### config.mk
export PLATFORM = sky130hd
export DESIGN_NAME = krs_back
export DESIGN_NICKNAME = d
export VERILOG_FILES = /design/src/krs_pkg.sv /design/src/krs_back.sv
export SDC_FILE = /design/constraint.sdc
export NUM_CORES = 1
export LEC_CHECK = 0
export BUFFER_PORTS_ARGS = -buffer_cell sky130_fd_sc_hd__buf_4
export CORE_MARGIN = 4
export CORE_UTILIZATION = 33
export DETAILED_ROUTE_END_ITERATION = 7
export PLACE_DENSITY_LB_ADDON = 0.3
export SLEW_MARGIN = 25
export SYNTH_ARGS = -nofsm -noshare
export SYNTH_HDL_FRONTEND = slang
export SYNTH_SLANG_ARGS = --single-unit
export TNS_END_PERCENT = 30
### constraint.sdc
create_clock -name clock -period 1.5 [get_ports clock]
set_clock_uncertainty 0.15 [all_clocks]
set_input_delay 0.075 -clock clock [delete_from_list [all_inputs] [get_ports clock]]
set_output_delay 0.075 -clock clock [all_outputs]
set_load 0.02 [all_outputs]
### src/krs_pkg.sv
package krs_pkg;

   // window of pending text bytes and the longest letter run one byte can cause
   localparam int unsigned WIN_DEPTH   = 6;
   localparam int unsigned MAX_LETTERS = 6;

   // UTF-8 lead byte of the hiragana block
   localparam logic [7:0] KANA_LEAD = 8'hE3;

   // code point window U+3040 .. U+3093, as the low twelve bits
   localparam logic [11:0] KANA_FIRST = 12'h040;
   localparam logic [11:0] KANA_LAST  = 12'h093;

   // small ya, yu, yo as table indexes
   localparam logic [6:0] SMALL_YA = 7'd67;
   localparam logic [6:0] SMALL_YU = 7'd69;
   localparam logic [6:0] SMALL_YO = 7'd71;

   // padding character of the romaji strings below
   localparam logic [7:0] PAD_CHAR = 8'h20;

   typedef logic [6:0] char_type;

   // up to three letters, ch[0] first
   typedef struct packed {
      logic [1:0]         len;
      char_type [2:0]     ch;
   } romaji_type;

   typedef struct packed {
      logic       ok;
      logic [6:0] idx;
   } kana_type;

   // letters caused by one input byte
   typedef struct packed {
      char_type [MAX_LETTERS-1:0] letters;
      logic [2:0]                 count;
      logic                       is_last;
   } group_type;

   // unpack a three-character string, right padded with spaces
   function automatic romaji_type romaji_of(input logic [23:0] s);
      romaji_type r;
      for (int i = 0; i < 3; i++) begin
         r.ch[i] = (s[23-8*i -: 8] == PAD_CHAR) ? 7'd0 : s[22-8*i -: 7];
      end
      if (s[7:0] != PAD_CHAR) begin
         r.len = 2'd3;
      end else if (s[15:8] != PAD_CHAR) begin
         r.len = 2'd2;
      end else if (s[23:16] != PAD_CHAR) begin
         r.len = 2'd1;
      end else begin
         r.len = 2'd0;
      end
      return r;
   endfunction

   // decode three UTF-8 bytes into a hiragana table index
   function automatic kana_type kana_decode(input logic [7:0] b0, input logic [7:0] b1,
                                            input logic [7:0] b2);
      kana_type   k;
      logic [11:0] low;
      low   = {b1[5:0], b2[5:0]};
      k.ok  = (b0 == KANA_LEAD) && (b1[7:6] == 2'b10) && (b2[7:6] == 2'b10) &&
              (low >= KANA_FIRST) && (low <= KANA_LAST);
      k.idx = 7'(low - KANA_FIRST);
      return k;
   endfunction

   // romaji of a single kana
   function automatic romaji_type mono_romaji(input logic [6:0] idx);
      logic [23:0] s;
      case (idx)
         7'd2:  s = "a  ";
         7'd4:  s = "i  ";
         7'd6:  s = "u  ";
         7'd8:  s = "e  ";
         7'd10: s = "o  ";
         7'd11: s = "ka ";
         7'd12: s = "ga ";
         7'd13: s = "ki ";
         7'd14: s = "gi ";
         7'd15: s = "ku ";
         7'd16: s = "gu ";
         7'd17: s = "ke ";
         7'd18: s = "ge ";
         7'd19: s = "ko ";
         7'd20: s = "go ";
         7'd21: s = "sa ";
         7'd22: s = "za ";
         7'd23: s = "si ";
         7'd24: s = "ji ";
         7'd25: s = "su ";
         7'd26: s = "zu ";
         7'd27: s = "se ";
         7'd28: s = "ze ";
         7'd29: s = "so ";
         7'd30: s = "zo ";
         7'd31: s = "ta ";
         7'd32: s = "da ";
         7'd33: s = "ti ";
         7'd34: s = "di ";
         7'd35: s = "t  ";
         7'd36: s = "tsu";
         7'd37: s = "du ";
         7'd38: s = "te ";
         7'd39: s = "de ";
         7'd40: s = "to ";
         7'd41: s = "do ";
         7'd42: s = "na ";
         7'd43: s = "ni ";
         7'd44: s = "nu ";
         7'd45: s = "ne ";
         7'd46: s = "no ";
         7'd47: s = "ha ";
         7'd48: s = "ba ";
         7'd49: s = "pa ";
         7'd50: s = "hi ";
         7'd51: s = "bi ";
         7'd52: s = "pi ";
         7'd53: s = "fu ";
         7'd54: s = "bu ";
         7'd55: s = "pu ";
         7'd56: s = "he ";
         7'd57: s = "be ";
         7'd58: s = "pe ";
         7'd59: s = "ho ";
         7'd60: s = "bo ";
         7'd61: s = "po ";
         7'd62: s = "ma ";
         7'd63: s = "mi ";
         7'd64: s = "mu ";
         7'd65: s = "me ";
         7'd66: s = "mo ";
         7'd68: s = "ya ";
         7'd70: s = "yu ";
         7'd72: s = "yo ";
         7'd73: s = "ra ";
         7'd74: s = "ri ";
         7'd75: s = "ru ";
         7'd76: s = "re ";
         7'd77: s = "ro ";
         7'd79: s = "wa ";
         7'd82: s = "wo ";
         7'd83: s = "n  ";
         default: s = "   ";
      endcase
      return romaji_of(s);
   endfunction

   // consonant part of a yoon pair led by this kana
   function automatic romaji_type yoon_prefix(input logic [6:0] idx);
      logic [23:0] s;
      case (idx)
         7'd13: s = "ky ";
         7'd14: s = "gy ";
         7'd23: s = "sh ";
         7'd24: s = "j  ";
         7'd33: s = "ch ";
         7'd43: s = "ny ";
         7'd50: s = "hy ";
         7'd51: s = "by ";
         7'd52: s = "py ";
         7'd63: s = "my ";
         7'd74: s = "ry ";
         default: s = "   ";
      endcase
      return romaji_of(s);
   endfunction

   // vowel of a small ya, yu or yo
   function automatic romaji_type vowel_of(input logic [6:0] idx);
      logic [23:0] s;
      case (idx)
         SMALL_YA: s = "a  ";
         SMALL_YU: s = "u  ";
         SMALL_YO: s = "o  ";
         default:  s = "   ";
      endcase
      return romaji_of(s);
   endfunction

endpackage

### src/krs_back.sv
module krs_back (
   input  logic               clock,
   input  logic               reset,
   input  krs_pkg::group_type head,
   input  logic               q_empty,
   output logic               q_pop,
   input  logic               pop,
   output logic               has_char,
   output logic [6:0]         out_char,
   output logic               last_of_run,
   output logic               end_of_text
);
   import krs_pkg::*;

   logic [2:0] pos_ff;
   logic [2:0] pos_in;
   logic       taken;

   // present the current letter of the head group
   assign has_char    = (head.count != 3'd0);
   assign out_char    = has_char ? head.letters[pos_ff] : 7'd0;
   assign last_of_run = !has_char || (pos_ff == head.count - 3'd1);
   assign end_of_text = last_of_run && head.is_last;
   assign taken       = pop && !q_empty;
   assign q_pop       = taken && last_of_run;

   // step through the group, release it after its final letter
   always_comb begin
      pos_in = pos_ff;
      if (taken) begin
         pos_in = last_of_run ? 3'd0 : pos_ff + 3'd1;
      end
   end

   always_ff @(posedge clock) begin
      if (reset) begin
         pos_ff <= 3'd0;
      end else begin
         pos_ff <= pos_in;
      end
   end

`ifndef SYNTHESIS
   a_pos_in_group: assert property (@(posedge clock) disable iff (reset)
      !q_empty && (head.count != 3'd0) |-> pos_ff < head.count)
      else $error("letter position beyond group");

   a_pos_idle: assert property (@(posedge clock) disable iff (reset)
      q_empty |-> pos_ff == 3'd0)
      else $error("letter position held with no group");
`endif

endmodule

==> flow_summary.html <==
<table>
<tr><th>Metric</th><th>Value</th></tr>
<tr><th colspan="2">Outcome</th></tr>
<tr><td>Result of the run</td><td>finished, violations left</td></tr>
<tr><td>Violations in the final reports</td><td>negative setup slack</td></tr>
<tr><th colspan="2">Power and ir drop</th></tr>
<tr><td>Clock group share of total power</td><td>23.2%</td></tr>
<tr><td>Switching pwr</td><td>214.2 uW</td></tr>
<tr><td>Power Density</td><td>492.6 mW/mm^2</td></tr>
<tr><td>Sequential share of power</td><td>13.3%</td></tr>
<tr><td>Leakage dissipation</td><td>between 0.6 and 0.7 nW</td></tr>
<tr><td>Worst IR Drop VDD</td><td>347.4 uV</td></tr>
<tr><td>Part of the total power dissipated in combinational logic</td><td>63.6%</td></tr>
<tr><td>Net switching share of the total power</td><td>32.76%</td></tr>
<tr><td>Final total power</td><td>653.9 uW</td></tr>
<tr><td>Internal power component</td><td>439.6 uW</td></tr>
<tr><th colspan="2">Clock network</th></tr>
<tr><td>CTS tree</td><td>yes</td></tr>
<tr><td>Clock insertion delay at the later pin of the skew report</td><td>0.24 ns</td></tr>
<tr><td>Clock buffer count from CTS</td><td>3</td></tr>
<tr><td>Largest buffer count on any clock path</td><td>2</td></tr>
<tr><td>Reg clk slew, reported paths</td><td>approximately 0.04 ns</td></tr>
<tr><td>Clock root buffer master</td><td>sky130_fd_sc_hd__clkbuf_4</td></tr>
<tr><td>CTS H-tree lvls</td><td>1</td></tr>
<tr><td>CTS sink count</td><td>3</td></tr>
<tr><th colspan="2">Synthesis</th></tr>
<tr><td>Dominant register cell in the synthesized netlist</td><td>sky130_fd_sc_hd__dfxtp_1</td></tr>
<tr><td>Sequential fraction of the synthesis area</td><td>under 10%</td></tr>
<tr><td>Post-synthesis area per instance</td><td>9.748 um^2</td></tr>
<tr><td>Synth Net Count</td><td>120</td></tr>
<tr><td>Most frequent cell after synthesis</td><td>sky130_fd_sc_hd__nor2_1</td></tr>
<tr><td>Netlist area before placement</td><td>653.1 um^2</td></tr>
<tr><td>Synth top area share</td><td>24.14%</td></tr>
<tr><td>Library cell occupying the most area in the post-synthesis netlist</td><td>sky130_fd_sc_hd__mux4_1</td></tr>
<tr><td>Count of state elements after synthesis</td><td>3</td></tr>
<tr><td>Number of enable flip-flop cells after synthesis</td><td>0</td></tr>
<tr><td>Number of warnings issued by yosys</td><td>0</td></tr>
<tr><td>Leading post-synthesis cells by cell area</td><td>sky130_fd_sc_hd__mux4_1 (24%), sky130_fd_sc_hd__mux2_2 (12%), sky130_fd_sc_hd__dfxtp_1 (9.2%)</td></tr>
<tr><td>Number of distinct standard cells referenced by the synthesized netlist</td><td>29</td></tr>
<tr><td>List of most frequent post-synthesis cells</td><td>sky130_fd_sc_hd__nor2_1 (9), sky130_fd_sc_hd__a22oi_1 (7), sky130_fd_sc_hd__mux2_2 (7)</td></tr>
<tr><td>Synthesized instance count</td><td>67</td></tr>
<tr><td>Async set-reset flop share out of synthesis</td><td>0%</td></tr>
<tr><th colspan="2">Global route</th></tr>
<tr><td>Via count of the first global-routing pass</td><td>895</td></tr>
<tr><td>GRT Total Usage</td><td>between 10% and 20%</td></tr>
<tr><td>Pin count of the biggest net entering global routing</td><td>12</td></tr>
<tr><td>Congestion Overflow GR</td><td>0</td></tr>
<tr><td>Wire length of the first global-routing pass</td><td>~3700 um</td></tr>
<tr><td>Antenna violations before repair</td><td>0</td></tr>
<tr><th colspan="2">Critical path</th></tr>
<tr><td>Required time of the worst setup path</td><td>between 1 and 1.5 ns</td></tr>
<tr><td>Arrival time at the worst endpoint</td><td>1.62 ns</td></tr>
<tr><td>Maximum fanout encountered on the critical timing path</td><td>6</td></tr>
<tr><td>CP Capture Type</td><td>primary output</td></tr>
<tr><td>Register-to-Register Path Depth</td><td>7</td></tr>
<tr><td>Kind of launch point of the worst setup path</td><td>flop</td></tr>
<tr><td>Kind of critical path</td><td>flop to primary output</td></tr>
<tr><th colspan="2">Routing</th></tr>
<tr><td>DR vias/cell</td><td>4.946</td></tr>
<tr><td>Via count</td><td>between 800 and 900</td></tr>
<tr><td>DRC viols</td><td>0</td></tr>
<tr><td>Detailed-route wire length per cell</td><td>approximately 14 um</td></tr>
<tr><td>Iteration-0 DRC count of the detailed router</td><td>7</td></tr>
<tr><td>Final WL</td><td>2347 um</td></tr>
<tr><td>Number of nets with antenna violations after detailed routing</td><td>0</td></tr>
<tr><td>Detailed Routing Iterations Pass 1</td><td>3</td></tr>
<tr><th colspan="2">STA</th></tr>
<tr><td>Number of pins with negative max-slew slack in the final report</td><td>0</td></tr>
<tr><td>Final hold violation count</td><td>0</td></tr>
<tr><td>Max Clk Rate</td><td>542.3 MHz</td></tr>
<tr><td>Clock period minus final worst setup slack</td><td>1.844 ns</td></tr>
<tr><td>Max-Slew Margin vs Limit</td><td>between 70% and 80%</td></tr>
<tr><td>Post-route setup TNS</td><td>-2.940 ns</td></tr>
<tr><td>Final setup viols</td><td>11</td></tr>
<tr><td>Worst Setup Slack, final</td><td>-0.3439 ns</td></tr>
<tr><td>Tightest Pin Transition</td><td>0.3266 ns</td></tr>
<tr><td>Unrepaired setup endpoints after global routing</td><td>true</td></tr>
<tr><td>Ratio of final minimum period to clock period</td><td>122.9%</td></tr>
<tr><td>Worst Hold Margin</td><td>0.1058 ns</td></tr>
<tr><th colspan="2">Finish</th></tr>
<tr><td>Post-Route Utilization</td><td>73.68%</td></tr>
<tr><td>Largest register FFs</td><td>3</td></tr>
<tr><td>Area growth syn-to-layout</td><td>103.3%</td></tr>
<tr><td>Leading registers by flop count</td><td>pos_ff (3)</td></tr>
<tr><td>Share of final-layout standard cells stronger than drive strength 1</td><td>75.35%</td></tr>
<tr><td>Largest reg by FF count</td><td>pos_ff</td></tr>
<tr><td>Antenna cells</td><td>0</td></tr>
<tr><td>Fill cell instance count of the final layout</td><td>150</td></tr>
<tr><td>Number of nets at the end of the flow</td><td>approximately 200</td></tr>
<tr><th colspan="2">Worst hold path</th></tr>
<tr><td>Cell depth of the worst hold path</td><td>5</td></tr>
<tr><td>Worst min path class</td><td>primary input to flop</td></tr>
<tr><th colspan="2">Die</th></tr>
<tr><td>X dimension of the die</td><td>approximately 52 um</td></tr>
<tr><td>Total die area</td><td>0.002755 mm^2</td></tr>
<tr><td>Number of ports placed on the die boundary</td><td>61</td></tr>
<tr><td>Placeable Area</td><td>0.001802 mm^2</td></tr>
<tr><td>Initial core utilization</td><td>36.25%</td></tr>
<tr><td>Standard-cell rows</td><td>15</td></tr>
<tr><td>Height of the die</td><td>52.49 um</td></tr>
<tr><th colspan="2">Run</th></tr>
<tr><td>Max-cap violations</td><td>0</td></tr>
<tr><th colspan="2">Place</th></tr>
<tr><td>Final weighted congestion of routability-driven global placement</td><td>roughly 0.75</td></tr>
<tr><td>Dpl hpwl</td><td>1935 um</td></tr>
<tr><td>PortBufs</td><td>60</td></tr>
</table>
## path summary, 6_finish.rpt
check	startpoint	end	slack, ns
max	pos_ff[0]	out_char[4]	-0.34
min	q_empty	pos_ff[0]	0.11
max reg2reg	pos_ff[0]	pos_ff[2]	-0.02
min reg2reg	pos_ff[2]	pos_ff[2]	0.41
## kinds of logic (layout without fill, tap and decap cells)
family,Yosys count,in the layout,share of synthesized area [%]
buf+inv,10,85,9.386
mux,14,14,39.66
compound gates,12,12,13.03
simple gates,22,22,18.96
fa+ha+maj,3,3,5.748
xor+xnor,3,3,4.024
flops,3,3,9.196
## final cells by class
type,count,area [um^2],area share (%)
Sequential cell,3,63.81,4.807
Timing Repair Buffer,76,605.6,45.62
Tap cell,25,31.28,2.356
Clock buffer,4,26.28,1.979
Multi-Input combinational cell,54,581.8,43.83
Inverter,5,18.77,1.414
## per-stage QoR
stage	setup WS [ns]	area, um^2	cells
6_report	-0.3439	1328	167
5_1_grt	-0.4020	1328	167
4_1_cts	-0.3831	1311	167
3_5_place_dp	-0.2248	1239	160
3_3_place_gp	-0.1726	1239	160
2_1_floorplan	-0.08036	689.4	67
## layout by cell type (no fill, tap or decap)
cell / count
sky130_fd_sc_hd__a21oi_2: 1
sky130_fd_sc_hd__a22oi_1: 1
sky130_fd_sc_hd__a22oi_2: 6
sky130_fd_sc_hd__and2_4: 2
sky130_fd_sc_hd__and3_1: 1
sky130_fd_sc_hd__buf_12: 2
sky130_fd_sc_hd__buf_4: 71
sky130_fd_sc_hd__buf_6: 2
sky130_fd_sc_hd__clkbuf_1: 1
sky130_fd_sc_hd__clkbuf_4: 3
sky130_fd_sc_hd__dfxtp_1: 2
sky130_fd_sc_hd__dfxtp_4: 1
sky130_fd_sc_hd__dlygate4sd3_1: 1
sky130_fd_sc_hd__ha_1: 3
sky130_fd_sc_hd__inv_1: 5
sky130_fd_sc_hd__mux2_2: 7
sky130_fd_sc_hd__mux4_2: 7
sky130_fd_sc_hd__nand2_1: 1
sky130_fd_sc_hd__nand3b_1: 2
sky130_fd_sc_hd__nand4b_1: 2
sky130_fd_sc_hd__nor2_1: 8
sky130_fd_sc_hd__nor2_4: 1
sky130_fd_sc_hd__nor2b_1: 2
sky130_fd_sc_hd__nor3_1: 1
sky130_fd_sc_hd__nor3_4: 1
sky130_fd_sc_hd__o21ai_0: 1
sky130_fd_sc_hd__o22ai_1: 1
sky130_fd_sc_hd__o31ai_2: 1
sky130_fd_sc_hd__o32ai_1: 1
sky130_fd_sc_hd__or2b_1: 1
sky130_fd_sc_hd__xnor2_1: 1
sky130_fd_sc_hd__xor2_2: 2
## worst max-delay path, stage by stage (launching register included)
cell and delay [ns]:
sky130_fd_sc_hd__dfxtp_4 0.35, sky130_fd_sc_hd__buf_12 0.12, sky130_fd_sc_hd__mux4_2 0.49, sky130_fd_sc_hd__a22oi_1 0.20, sky130_fd_sc_hd__nor2_1 0.06, sky130_fd_sc_hd__buf_4 0.16
## power by group through the flow
stage          combinational (mW)  clock, mW  sequential [mW]
3_3_place_gp                0.363          0           0.0947
2_1_floorplan               0.205          0           0.0869
4_1_cts                     0.411      0.159           0.0866
3_5_place_dp                0.373          0           0.0949
6_report                    0.416      0.151           0.0867
5_1_grt                     0.444      0.170           0.0870
## per-layer routing
metal	track usage, %	routed length [um]	vias to the layer above
li1	-	-	401
met1	18.48	842	397
met2	35.95	1351	24
met3	3.134	113	4
met4	6.809	40	0
met5	0	0	-
## what timing repair did
action                     in CTS  in global routing
hold buffers                    1                  0
pin swaps                      11                  2
hold endpoints to repair        3                  0
gates resized for setup        13                  5
setup buffers                   2                  0
setup endpoints to repair      13                 13
No activity file was read; power rests on OpenSTA's default activity.
