===== config.mk =====
export PLATFORM = sky130hd
export DESIGN_NAME = krs_queue
export DESIGN_NICKNAME = d
export VERILOG_FILES = /design/src/krs_pkg.sv /design/src/krs_queue.sv
export SDC_FILE = /design/constraint.sdc
export NUM_CORES = 1
export LEC_CHECK = 0
export BUFFER_PORTS_ARGS = -buffer_cell sky130_fd_sc_hd__buf_2
export CELL_PAD_IN_SITES_DETAIL_PLACEMENT = 1
export CELL_PAD_IN_SITES_GLOBAL_PLACEMENT = 2
export CORE_UTILIZATION = 25
export DETAILED_ROUTE_END_ITERATION = 12
export HOLD_SLACK_MARGIN = 0.06
export PLACE_DENSITY_LB_ADDON = 0.1
export REMOVE_ABC_BUFFERS = 1
export SKIP_CTS_REPAIR_TIMING = 1
export SYNTH_ARGS = -nofsm -noshare
export SYNTH_HDL_FRONTEND = slang
export SYNTH_SLANG_ARGS = --single-unit

===== constraint.sdc =====
create_clock -name clock -period 3.1 [get_ports clock]
set_clock_uncertainty 0.2 [all_clocks]
set_input_delay 0.155 -clock clock [delete_from_list [all_inputs] [get_ports clock]]
set_output_delay 0.155 -clock clock [all_outputs]
set_load 0.005 [all_outputs]

===== src/krs_pkg.sv =====
package krs_pkg;

   // window of pending text bytes and the longest letter run one byte can cause
   localparam int unsigned WIN_DEPTH   = 6;
   localparam int unsigned MAX_LETTERS = 6;

   // UTF-8 lead byte of the hiragana block
   localparam logic [7:0] KANA_LEAD = 8'hE3;

   // code point window U+3040 .. U+3093, as the low twelve bits
   localparam logic [11:0] KANA_FIRST = 12'h040;
   localparam logic [11:0] KANA_LAST  = 12'h093;

   // small ya, yu, yo as table indexes
   localparam logic [6:0] SMALL_YA = 7'd67;
   localparam logic [6:0] SMALL_YU = 7'd69;
   localparam logic [6:0] SMALL_YO = 7'd71;

   // padding character of the romaji strings below
   localparam logic [7:0] PAD_CHAR = 8'h20;

   typedef logic [6:0] char_type;

   // up to three letters, ch[0] first
   typedef struct packed {
      logic [1:0]         len;
      char_type [2:0]     ch;
   } romaji_type;

   typedef struct packed {
      logic       ok;
      logic [6:0] idx;
   } kana_type;

   // letters caused by one input byte
   typedef struct packed {
      char_type [MAX_LETTERS-1:0] letters;
      logic [2:0]                 count;
      logic                       is_last;
   } group_type;

   // unpack a three-character string, right padded with spaces
   function automatic romaji_type romaji_of(input logic [23:0] s);
      romaji_type r;
      for (int i = 0; i < 3; i++) begin
         r.ch[i] = (s[23-8*i -: 8] == PAD_CHAR) ? 7'd0 : s[22-8*i -: 7];
      end
      if (s[7:0] != PAD_CHAR) begin
         r.len = 2'd3;
      end else if (s[15:8] != PAD_CHAR) begin
         r.len = 2'd2;
      end else if (s[23:16] != PAD_CHAR) begin
         r.len = 2'd1;
      end else begin
         r.len = 2'd0;
      end
      return r;
   endfunction

   // decode three UTF-8 bytes into a hiragana table index
   function automatic kana_type kana_decode(input logic [7:0] b0, input logic [7:0] b1,
                                            input logic [7:0] b2);
      kana_type   k;
      logic [11:0] low;
      low   = {b1[5:0], b2[5:0]};
      k.ok  = (b0 == KANA_LEAD) && (b1[7:6] == 2'b10) && (b2[7:6] == 2'b10) &&
              (low >= KANA_FIRST) && (low <= KANA_LAST);
      k.idx = 7'(low - KANA_FIRST);
      return k;
   endfunction

   // romaji of a single kana
   function automatic romaji_type mono_romaji(input logic [6:0] idx);
      logic [23:0] s;
      case (idx)
         7'd2:  s = "a  ";
         7'd4:  s = "i  ";
         7'd6:  s = "u  ";
         7'd8:  s = "e  ";
         7'd10: s = "o  ";
         7'd11: s = "ka ";
         7'd12: s = "ga ";
         7'd13: s = "ki ";
         7'd14: s = "gi ";
         7'd15: s = "ku ";
         7'd16: s = "gu ";
         7'd17: s = "ke ";
         7'd18: s = "ge ";
         7'd19: s = "ko ";
         7'd20: s = "go ";
         7'd21: s = "sa ";
         7'd22: s = "za ";
         7'd23: s = "si ";
         7'd24: s = "ji ";
         7'd25: s = "su ";
         7'd26: s = "zu ";
         7'd27: s = "se ";
         7'd28: s = "ze ";
         7'd29: s = "so ";
         7'd30: s = "zo ";
         7'd31: s = "ta ";
         7'd32: s = "da ";
         7'd33: s = "ti ";
         7'd34: s = "di ";
         7'd35: s = "t  ";
         7'd36: s = "tsu";
         7'd37: s = "du ";
         7'd38: s = "te ";
         7'd39: s = "de ";
         7'd40: s = "to ";
         7'd41: s = "do ";
         7'd42: s = "na ";
         7'd43: s = "ni ";
         7'd44: s = "nu ";
         7'd45: s = "ne ";
         7'd46: s = "no ";
         7'd47: s = "ha ";
         7'd48: s = "ba ";
         7'd49: s = "pa ";
         7'd50: s = "hi ";
         7'd51: s = "bi ";
         7'd52: s = "pi ";
         7'd53: s = "fu ";
         7'd54: s = "bu ";
         7'd55: s = "pu ";
         7'd56: s = "he ";
         7'd57: s = "be ";
         7'd58: s = "pe ";
         7'd59: s = "ho ";
         7'd60: s = "bo ";
         7'd61: s = "po ";
         7'd62: s = "ma ";
         7'd63: s = "mi ";
         7'd64: s = "mu ";
         7'd65: s = "me ";
         7'd66: s = "mo ";
         7'd68: s = "ya ";
         7'd70: s = "yu ";
         7'd72: s = "yo ";
         7'd73: s = "ra ";
         7'd74: s = "ri ";
         7'd75: s = "ru ";
         7'd76: s = "re ";
         7'd77: s = "ro ";
         7'd79: s = "wa ";
         7'd82: s = "wo ";
         7'd83: s = "n  ";
         default: s = "   ";
      endcase
      return romaji_of(s);
   endfunction

   // consonant part of a yoon pair led by this kana
   function automatic romaji_type yoon_prefix(input logic [6:0] idx);
      logic [23:0] s;
      case (idx)
         7'd13: s = "ky ";
         7'd14: s = "gy ";
         7'd23: s = "sh ";
         7'd24: s = "j  ";
         7'd33: s = "ch ";
         7'd43: s = "ny ";
         7'd50: s = "hy ";
         7'd51: s = "by ";
         7'd52: s = "py ";
         7'd63: s = "my ";
         7'd74: s = "ry ";
         default: s = "   ";
      endcase
      return romaji_of(s);
   endfunction

   // vowel of a small ya, yu or yo
   function automatic romaji_type vowel_of(input logic [6:0] idx);
      logic [23:0] s;
      case (idx)
         SMALL_YA: s = "a  ";
         SMALL_YU: s = "u  ";
         SMALL_YO: s = "o  ";
         default:  s = "   ";
      endcase
      return romaji_of(s);
   endfunction

endpackage


===== src/krs_queue.sv =====
module krs_queue #(
   parameter int unsigned DEPTH = 4
) (
   input  logic               clock,
   input  logic               reset,
   input  logic               push_en,
   input  krs_pkg::group_type push_group,
   output logic               q_full,
   input  logic               pop_en,
   output krs_pkg::group_type head,
   output logic               q_empty
);
   import krs_pkg::*;

   localparam int unsigned PTR_W  = (DEPTH > 1) ? $clog2(DEPTH) : 1;
   localparam int unsigned FILL_W = $clog2(DEPTH + 1);

   group_type         store_ff [DEPTH];
   logic [PTR_W-1:0]  wr_ptr_ff;
   logic [PTR_W-1:0]  wr_ptr_in;
   logic [PTR_W-1:0]  rd_ptr_ff;
   logic [PTR_W-1:0]  rd_ptr_in;
   logic [FILL_W-1:0] fill_ff;
   logic [FILL_W-1:0] fill_in;

   assign q_full  = (fill_ff == FILL_W'(DEPTH));
   assign q_empty = (fill_ff == '0);
   assign head    = store_ff[rd_ptr_ff];

   // advance the pointers with wrap at the depth
   always_comb begin
      wr_ptr_in = wr_ptr_ff;
      rd_ptr_in = rd_ptr_ff;
      fill_in   = fill_ff;
      if (push_en) begin
         wr_ptr_in = (wr_ptr_ff == PTR_W'(DEPTH - 1)) ? '0 : wr_ptr_ff + 1'b1;
      end
      if (pop_en) begin
         rd_ptr_in = (rd_ptr_ff == PTR_W'(DEPTH - 1)) ? '0 : rd_ptr_ff + 1'b1;
      end
      if (push_en && !pop_en) begin
         fill_in = fill_ff + 1'b1;
      end else if (pop_en && !push_en) begin
         fill_in = fill_ff - 1'b1;
      end
   end

   always_ff @(posedge clock) begin
      if (reset) begin
         wr_ptr_ff <= '0;
         rd_ptr_ff <= '0;
         fill_ff   <= '0;
      end else begin
         wr_ptr_ff <= wr_ptr_in;
         rd_ptr_ff <= rd_ptr_in;
         fill_ff   <= fill_in;
      end
   end

   // store the pushed group
   always_ff @(posedge clock) begin
      if (push_en) begin
         store_ff[wr_ptr_ff] <= push_group;
      end
   end

endmodule


==> results of run 1 <==
## metal layers
layer  vias to the layer above  wire length (um)  GRT usage [%]
met5                         -                 0              0
met4                         0               177          3.727
met3                        12               657          3.609
met2                        87              8029          18.79
met1                      1796              6979          13.87
li1                       1532                 -              -
## how the worst max path moves through the flow
| stage | from | end | cells after the start |
|---|---|---|---|
| 3_5_place_dp | wr_ptr_ff[0]$_SDFFE_PP0P_ | store_ff[0][32]$_DFFE_PP_ | 4 |
| 2_1_floorplan | flip-flop | head[26] | 1 |
| 6_report | flip-flop | head[38] | 3 |
| 5_1_grt | flip-flop | head[38] | 3 |
| 3_3_place_gp | wr_ptr_ff[0]$_SDFFE_PP0P_ | store_ff[0][1]$_DFFE_PP_ | 4 |
| 4_1_cts | flip-flop | head[29] | 3 |
## sequential cells by signal, indices dropped and copies added, names as in the netlist, named ones only
name and flops:
wr_ptr_ff 2, fill_ff 3, rd_ptr_ff 2, store_ff 184
## power groups by stage
stage	clock network [uW]	logic, uW	registers, uW
3_5_place_dp	0	483	3100
5_1_grt	2300	565	3050
4_1_cts	2220	485	3040
2_1_floorplan	0	221	3100
3_3_place_gp	0	482	3090
6_report	2130	510	3030
## area by class of cell
type                            instances  area share, %
Clock buffer                           17          4.640
Clock inverter                         14          1.610
Inverter                                4         0.1638
Multi-Input combinational cell         77          14.27
Sequential cell                       193          62.28
Tap cell                              378          5.158
Timing Repair Buffer                  156          11.87
## cell families (layout without fill, tap and decap cells)
logic type | after synthesis | count (layout)
AND/OR/NAND/NOR | 15 | 15
XOR/XNOR | 2 | 2
buffers and inverters | 14 | 191
multiplexers | 50 | 50
AO/OA/AOI/OAI | 3 | 3
adder cells (fa/ha/maj) | 7 | 7
flip-flops | 193 | 193
## per-stage QoR
stage | area (um^2) | hold WS, ns | instances | total power [uW]
final | 9169 | 0.2737 | 839 | 5678
after global routing | 9169 | 0.2678 | 839 | 5917
after CTS | 8678 | -0.2909 | 790 | 5749
after detailed placement | 8105 | 0.1751 | 759 | 3582
after global placement | 8105 | 0.1664 | 759 | 3576
after floorplan | 7024 | 0.02407 | 274 | 3316
## cells in the final DEF (no fill, tap or decap), drive strengths merged
master,n
a21oi,2
and2,4
buf,107
clkbuf,17
clkinv,6
clkinvlp,1
dfxtp,9
dlygate4sd3,49
edfxtp,184
fa,1
ha,6
inv,11
mux2i,4
mux4,46
nor2,7
nor3,1
nor3b,2
o21ai,1
or3,1
xor2,2
==> results.sh, run 1 <==
export IMPL_r2r_start="wr_ptr_ff[0]$_SDFFE_PP0P_"
export IMPL_ys_types=20
export IMPL_drv_slew=0
export IMPL_synthCells=284
export IMPL_synth_largest_area_cell="edfxtp_1"
export IMPL_final_nets=506
export IMPL_p_leak_uw=0.003104
export IMPL_cp_max_fo=22
export IMPL_setup_ws_ns=0.6139
export IMPL_grt_pass1_wl_um=23000
export IMPL_dr_pass1_iters=4
export IMPL_path_clk_slew_ns=0.08
export IMPL_dp_final_hpwl_um=9834
export IMPL_cts_made_buffers=17
export IMPL_synthSimpleGateAreaFrac_pct=1.086
export IMPL_p_int_uw=4319
export IMPL_fmax_mhz=402.2
export IMPL_fin_setup_tns_ns=0
export IMPL_outcome="finished clean"
export IMPL_syn_to_final_growth_pct=28.40
export IMPL_synth_adder_area_share_pct=1.332
export IMPL_clockPowerShare_pct=37.6
export IMPL_cp_slowest_cell="dfxtp_4"
export IMPL_synth_mux_area_fraction_pct=15.38
export IMPL_hold_path_startpoint="push_group[19]"
export IMPL_seqPwrFrac_pct=53.4
export IMPL_io_pins=98
export IMPL_antenna_found_initial=0
export IMPL_critPathMaxStageDelay_ns=0.69
export IMPL_num_fill_cells=2846
export IMPL_cp_top_family="flip-flops"
export IMPL_synth_seq_area_share_pct=79.90
export IMPL_pre_cts_ws_ns=0.9279
export IMPL_combPwrFrac_pct=9.0
export IMPL_synthFlopType="edfxtp_1"
export IMPL_path_class="reg -> out"
export IMPL_async_flop_share_pct=0
export IMPL_core_rowCount=61
export IMPL_fin_util_pct=32.82
export IMPL_cap_violations=0
export IMPL_cts_htree_levels=4
export IMPL_die_h_um=171.0
export IMPL_hold_path_class="in -> reg"
export IMPL_ys_seq_elements=193
export IMPL_cts_tree="done"
export IMPL_synth_top_family_by_area="multiplexers"
export IMPL_post_synth_top_count_cell="edfxtp_1"
export IMPL_peakVddDrop_mv=0.2342
export IMPL_drive_above_1_share_pct=39.91
export IMPL_endpoint_kind="output port"
export IMPL_port_buffers=97
export IMPL_routabilityCongestion=0.6903
export IMPL_reg2reg_slack_ns=0.98
export IMPL_ant_nets=0
export IMPL_pwr_density_cell_nw_per_um2=619.3
export IMPL_overflow=0
export IMPL_cp_required_ns=2.74
export IMPL_relSlewSlack_pct=53.98
export IMPL_ys_warnings_count=0
export IMPL_r2r_end="store_ff[0][7]$_DFFE_PP_"
export IMPL_coreArea_um2=27930
export IMPL_cp_arrival_ns=2.13
export IMPL_rsz0062_at_grt="false"
export IMPL_crit_chain="buf_12, mux4_1, buf_2"
export IMPL_synth_common_cells="edfxtp_1 (184), mux4_2 (40), dfxtp_1 (9), nor2_1 (7)"
export IMPL_drt_iter0_markers=123
export IMPL_multi_input_area_um2=1309
export IMPL_fin_crit_sh_pct=80.20
export IMPL_swShare_pct=23.94
export IMPL_viasPerCell=4.085
export IMPL_setup_viol=0
export IMPL_yosys_top_cells_area="edfxtp_1 (77%), mux4_2 (13%), dfxtp_1 (2.5%)"
export IMPL_netSwitchingPower_uw=1360
export IMPL_syn_area_per_cell_um2=25.14
export IMPL_cts_buffer_depth=2
export IMPL_routed_wl_um=15840
export IMPL_r2r_cells=4
export IMPL_syn_area_um2=7141
export IMPL_insertion_delay_ns=0.43
export IMPL_initial_core_util_pct=25.56
export IMPL_vias=3427
export IMPL_min_path_cells=2
export IMPL_hold_viol_final=0
export IMPL_period_needed_ns=2.486
export IMPL_synth_xor_area_share_pct=0.2453
export IMPL_cts_sinks=193
export IMPL_root_buffer="clkbuf_16"
export IMPL_synth_compound_area_share_pct=0.2103
export IMPL_max_slew_worst_pin_slew_ns=0.6902
export IMPL_holdPathEnd="store_ff[2][19]$_DFFE_PP_"
export IMPL_yosysTopAreaCellShare_pct=77.38
export IMPL_die_x_um=171.0
export IMPL_synth_edff_count=184
export IMPL_grt_max_degree=47
export IMPL_routedWlPerCell_um=18.88
export IMPL_drc=0
export IMPL_dieArea_um2=29240
export IMPL_seqCellArea_um2=5710
export IMPL_grt_pass1_vias=3644
export IMPL_crit_path_start_kind="flip-flop"
export IMPL_grt_usage_pct=11.31
export IMPL_crit_buf_inv=2
export IMPL_diodes=0
(Power assumes the default switching activity.)
==> run 2, diff against run 1 <==
clock period = 2.15 ns   (was 3.1 ns; I/O delays follow)
==> run 2 against run 1 <==
Against the previous run:
- non-clock buffer count is 10 higher
- core utilization is 0.39 points higher
- critical path depth stayed put
- critical endpoint is now head[37]
==> results.sh, run 2 (synthesis results as in run 1) <==
export IMPL_swShare_pct=23.29
export IMPL_routabilityCongestion=0.6552
export IMPL_dp_final_hpwl_um=9086
export IMPL_antenna_found_initial=0
export IMPL_combPwrFrac_pct=9.8
export IMPL_crit_buf_inv=2
export IMPL_relSlewSlack_pct=70.91
export IMPL_cts_sinks=193
export IMPL_period_needed_ns=2.068
export IMPL_coreArea_um2=27930
export IMPL_grt_busiest_layer="met2"
export IMPL_cp_arrival_ns=1.76
export IMPL_grt_pass1_wl_um=22540
export IMPL_path_clk_slew_ns=0.08
export IMPL_initial_core_util_pct=25.56
export IMPL_io_pins=98
export IMPL_root_buffer="clkbuf_16"
export IMPL_max_slew_worst_pin_slew_ns=0.4363
export IMPL_drv_slew=0
export IMPL_grt_max_degree=47
export IMPL_num_fill_cells=2843
export IMPL_ant_nets=0
export IMPL_outcome="finished clean"
export IMPL_hold_path_class="in -> reg"
export IMPL_grt_usage_pct=10.87
export IMPL_p_leak_uw=0.003158
export IMPL_peakVddDrop_mv=0.4191
export IMPL_cts_tree="done"
export IMPL_setup_ws_ns=0.08212
export IMPL_cap_violations=0
export IMPL_largest_register_ffs=184
export IMPL_reg2reg_slack_ns=0.45
export IMPL_pwr_density_cell_nw_per_um2=876.1
export IMPL_cp_slowest_cell="mux4_1"
export IMPL_regMostFlops="store_ff"
export IMPL_gr_usage_met1_pct=12.67
export IMPL_routedWlPerCell_um=17.94
export IMPL_insertion_delay_ns=0.43
export IMPL_diodes=0
export IMPL_final_common_cell="edfxtp_1"
export IMPL_routed_wl_um=15250
export IMPL_drt_iter0_markers=103
export IMPL_die_x_um=171.0
export IMPL_grt_pass1_vias=3717
export IMPL_drc=0
export IMPL_use_met3_pct=3.609
export IMPL_core_rowCount=61
export IMPL_setup_viol=0
export IMPL_port_buffers=97
export IMPL_largestRegisters="store_ff: 184 flops, fill_ff: 3 flops"
export IMPL_fin_crit_sh_pct=96.18
export IMPL_cts_htree_levels=4
export IMPL_dieArea_um2=29240
export IMPL_cp_top_family="multiplexers"
export IMPL_netSwitchingPower_uw=1893
export IMPL_drive_above_1_share_pct=40.89
export IMPL_holdPathEnd="store_ff[3][19]$_DFFE_PP_"
export IMPL_r2r_end="store_ff[3][9]$_DFFE_PP_"
export IMPL_final_nets=516
export IMPL_overflow=0
export IMPL_hold_path_startpoint="push_group[19]"
export IMPL_pre_cts_ws_ns=0.3255
export IMPL_cts_made_buffers=17
export IMPL_r2r_cells=3
export IMPL_endpoint_kind="output port"
export IMPL_die_h_um=171.0
export IMPL_crit_path_start_kind="flip-flop"
export IMPL_hold_viol_final=0
export IMPL_viasPerCell=4.069
export IMPL_p_int_uw=6235
export IMPL_fmax_mhz=483.6
export IMPL_mostFrequentLayoutCells="edfxtp_1 (184), buf_2 (97), dlygate4sd3_1 (49)"
export IMPL_cp_max_fo=16
export IMPL_clockPowerShare_pct=36.7
export IMPL_rsz0062_at_grt="false"
export IMPL_seqPwrFrac_pct=53.5
export IMPL_path_class="reg -> out"
export IMPL_crit_chain="buf_12, mux4_1, buf_2"
export IMPL_cp_required_ns=1.84
export IMPL_critPathMaxStageDelay_ns=0.61
export IMPL_whs_ns=0.2274
export IMPL_min_path_cells=2
export IMPL_vias=3459
export IMPL_dr_pass1_iters=4
export IMPL_syn_to_final_growth_pct=29.93
export IMPL_cts_buffer_depth=2
export IMPL_gr_usage_met2_pct=18.91
export IMPL_fin_util_pct=33.21
export IMPL_r2r_start="wr_ptr_ff[0]$_SDFFE_PP0P_"
-- run 2: cell types whose count changed in the layout (fill, tap and decap cells not counted), sizes merged --
| cell | change |
|---|---|
| buf | +10 |
| clkbuf | +1 |
| clkinvlp | +1 |
| inv | -1 |
-- run 2: final cells by class --
cell class	instances	area [um^2]	area share, %
Sequential cell	193	5710	61.55
Inverter	4	15.01	0.1618
Clock buffer	18	429.2	4.626
Multi-Input combinational cell	77	1309	14.11
Tap cell	378	473.0	5.098
Clock inverter	14	123.9	1.335
Timing Repair Buffer	166	1217	13.12
-- run 2: through the flow --
step / cells / instance area [um^2] / power (uW) / setup TNS [ns]
finish: 850 / 9278 / 8128 / 0
global route: 850 / 9278 / 8465 / 0
CTS: 793 / 8711 / 8186 / 0
detailed placement: 761 / 8158 / 5169 / 0
global placement: 761 / 8158 / 5154 / 0
floorplan: 274 / 7024 / 4781 / -53.41
-- run 2: worst max-delay path by stage --
stage | from | to | slack [ns] | depth (start not counted)
after CTS | flip-flop | head[37] | 0.01 | 3
after global placement | push_en | fill_ff[2]$_SDFFE_PP0P_ | 0.37 | 7
final | flip-flop | head[37] | 0.08 | 3
after floorplan | flip-flop | head[26] | -0.81 | 1
after global routing | flip-flop | head[27] | 0.005 | 3
after detailed placement | pop_en | fill_ff[2]$_SDFFE_PP0P_ | 0.33 | 8
-- run 2: power groups by stage --
stage               clock network (uW)  registers (uW)  logic (uW)
detailed placement                   0            4440         732
CTS                               3100            4350         734
global route                      3220            4360         879
finish                            2990            4350         793
floorplan                            0            4460         318
global placement                     0            4430         728
-- run 2: layer usage --
layer  vias up  part of all wire (%)
met5         -                     0
met4         0                  0.91
met3         8                   4.1
met2        66                    52
met1      1831                    43
li1       1554                     -
==> run 3, diff against run 2 <==
ABC_AREA = 0   (was default)
CORE_MARGIN = 2   (was default)
==> run 3 against run 2 <==
Against the previous run:
- via count grew 0.29%
- sequential share of layout area decreased by 0.58 points
- cell count rose by 0.12%
- sequential power is essentially flat
- core utilization increased by 0.32 points
- final area is 0.96% higher
- maximum frequency fell by 2.6%
- critical path type unchanged
- highest routed layer unchanged
==> results.sh, run 3 (synthesis results as in run 1) <==
export IMPL_outcome="finished clean"
export IMPL_regMostFlops="store_ff"
export IMPL_final_nets=518
export IMPL_viasPerCell=4.076
export IMPL_drive_above_1_share_pct=41.23
export IMPL_die_h_um=173.0
export IMPL_hold_path_startpoint="push_group[18]"
export IMPL_cts_tree="done"
export IMPL_die_x_um=173.0
export IMPL_rsz0062_at_grt="true"
export IMPL_setup_ws_ns=0.02658
export IMPL_antenna_found_initial=0
export IMPL_ant_nets=0
export IMPL_initial_core_util_pct=25.56
export IMPL_p_leak_uw=0.003190
export IMPL_layout_cells_non_filler=851
export IMPL_overflow=0
export IMPL_peakVddDrop_mv=0.3559
export IMPL_routedWlPerCell_um=18.38
export IMPL_path_class="reg -> out"
export IMPL_port_buffers=97
export IMPL_cts_sinks=193
export IMPL_crit_path_start_kind="flip-flop"
export IMPL_routabilityCongestion=0.6346
export IMPL_drv_slew=0
export IMPL_dieArea_um2=29930
export IMPL_max_slew_worst_pin_slew_ns=0.3353
export IMPL_grt_pass1_wl_um=22980
export IMPL_drc=0
export IMPL_reg2reg_slack_ns=0.43
export IMPL_cts_buffer_depth=2
export IMPL_critical_path_endpoint="head[39]"
export IMPL_hold_path_class="in -> reg"
export IMPL_drt_iter0_markers=147
export IMPL_final_common_cell="edfxtp_1"
export IMPL_grt_usage_pct=10.49
export IMPL_setup_viol=0
export IMPL_diodes=0
export IMPL_pwr_density_cell_nw_per_um2=869.8
export IMPL_fin_crit_sh_pct=98.76
export IMPL_relSlewSlack_pct=77.65
export IMPL_path_clk_slew_ns=0.08
export IMPL_cap_violations=0
export IMPL_largest_register_ffs=184
export IMPL_cts_htree_levels=4
export IMPL_endpoint_kind="output port"
export IMPL_io_pins=98
export IMPL_coreArea_um2=27930
export IMPL_cts_made_buffers=17
export IMPL_place_inst=762
export IMPL_r2r_cells=3
export IMPL_routed_wl_um=15640
export IMPL_cp_required_ns=1.84
export IMPL_core_rowCount=61
export IMPL_dr_pass1_iters=4
export IMPL_r2r_start="wr_ptr_ff[0]$_SDFFE_PP0P_"
export IMPL_insertion_delay_ns=0.42
export IMPL_largestRegisters="store_ff: 184 flops, fill_ff: 3 flops"
export IMPL_mostFrequentLayoutCells="edfxtp_1 (184), buf_2 (96), dlygate4sd3_1 (49)"
export IMPL_cp_max_fo=6
export IMPL_vias=3469
export IMPL_cp_arrival_ns=1.82
export IMPL_grt_pass1_vias=3698
export IMPL_hold_viol_final=0
export IMPL_dp_final_hpwl_um=9436
export IMPL_period_needed_ns=2.123
export IMPL_r2r_end="store_ff[3][42]$_DFFE_PP_"
export IMPL_grt_max_degree=47
export IMPL_pre_cts_ws_ns=0.3271
export IMPL_fmax_mhz=470.9
export IMPL_root_buffer="clkbuf_16"
export IMPL_fin_util_pct=33.53
export IMPL_syn_to_final_growth_pct=31.17
-- run 3: report_power, final --
group | internal (uW) | switching, uW | total, uW
sequential | 4300 | 49.0 | 4350
combinational | 443 | 389 | 832
clock | 1520 | 1450 | 2970
-- run 3: layout make-up --
class                      count  area [um^2]
sequential                   193         5710
clock inverter                13        126.4
timing repair buffer         168         1300
inverter                       4        15.01
clock buffer                  18        429.2
tap                          378        473.0
multi-input combinational     77         1313
fill                        2849        18570
-- run 3: stage by stage --
step	cell area, um^2	power, uW	TNS (ns)	hold slack (ns)
after detailed placement	8219	5191	0	0.1253
after CTS	8775	8207	-3.581	-0.3395
final	9366	8147	0	0.2290
after global routing	9366	8499	-0.06807	0.2138
after floorplan	7024	4781	-53.41	-0.02343
after global placement	8219	5178	0	0.1188
-- run 3: how the worst min path moves through the flow --
stage | end | cells after the start
floorplan | fill_ff[2]$_SDFFE_PP0P_ | 1
global placement | store_ff[2][5]$_DFFE_PP_ | 1
finish | store_ff[0][18]$_DFFE_PP_ | 2
global route | store_ff[1][41]$_DFFE_PP_ | 2
CTS | store_ff[3][16]$_DFFE_PP_ | 1
detailed placement | store_ff[3][2]$_DFFE_PP_ | 1
-- run 3: routing by layer --
metal  GRT usage [%]  vias to the layer above  part of all wire, %
li1                -                     1562                    -
met1           13.60                     1821                   46
met2           16.92                       73                   50
met3           2.836                       13                  3.2
met4           3.814                        0                  1.1
met5               0                        -                    0
-- run 3: critical path, cell delays in order (launching register included) --
cell     delay (ns)
dfxtp_4        0.36
buf_4          0.18
buf_4          0.13
mux4_1         0.58
buf_2          0.16
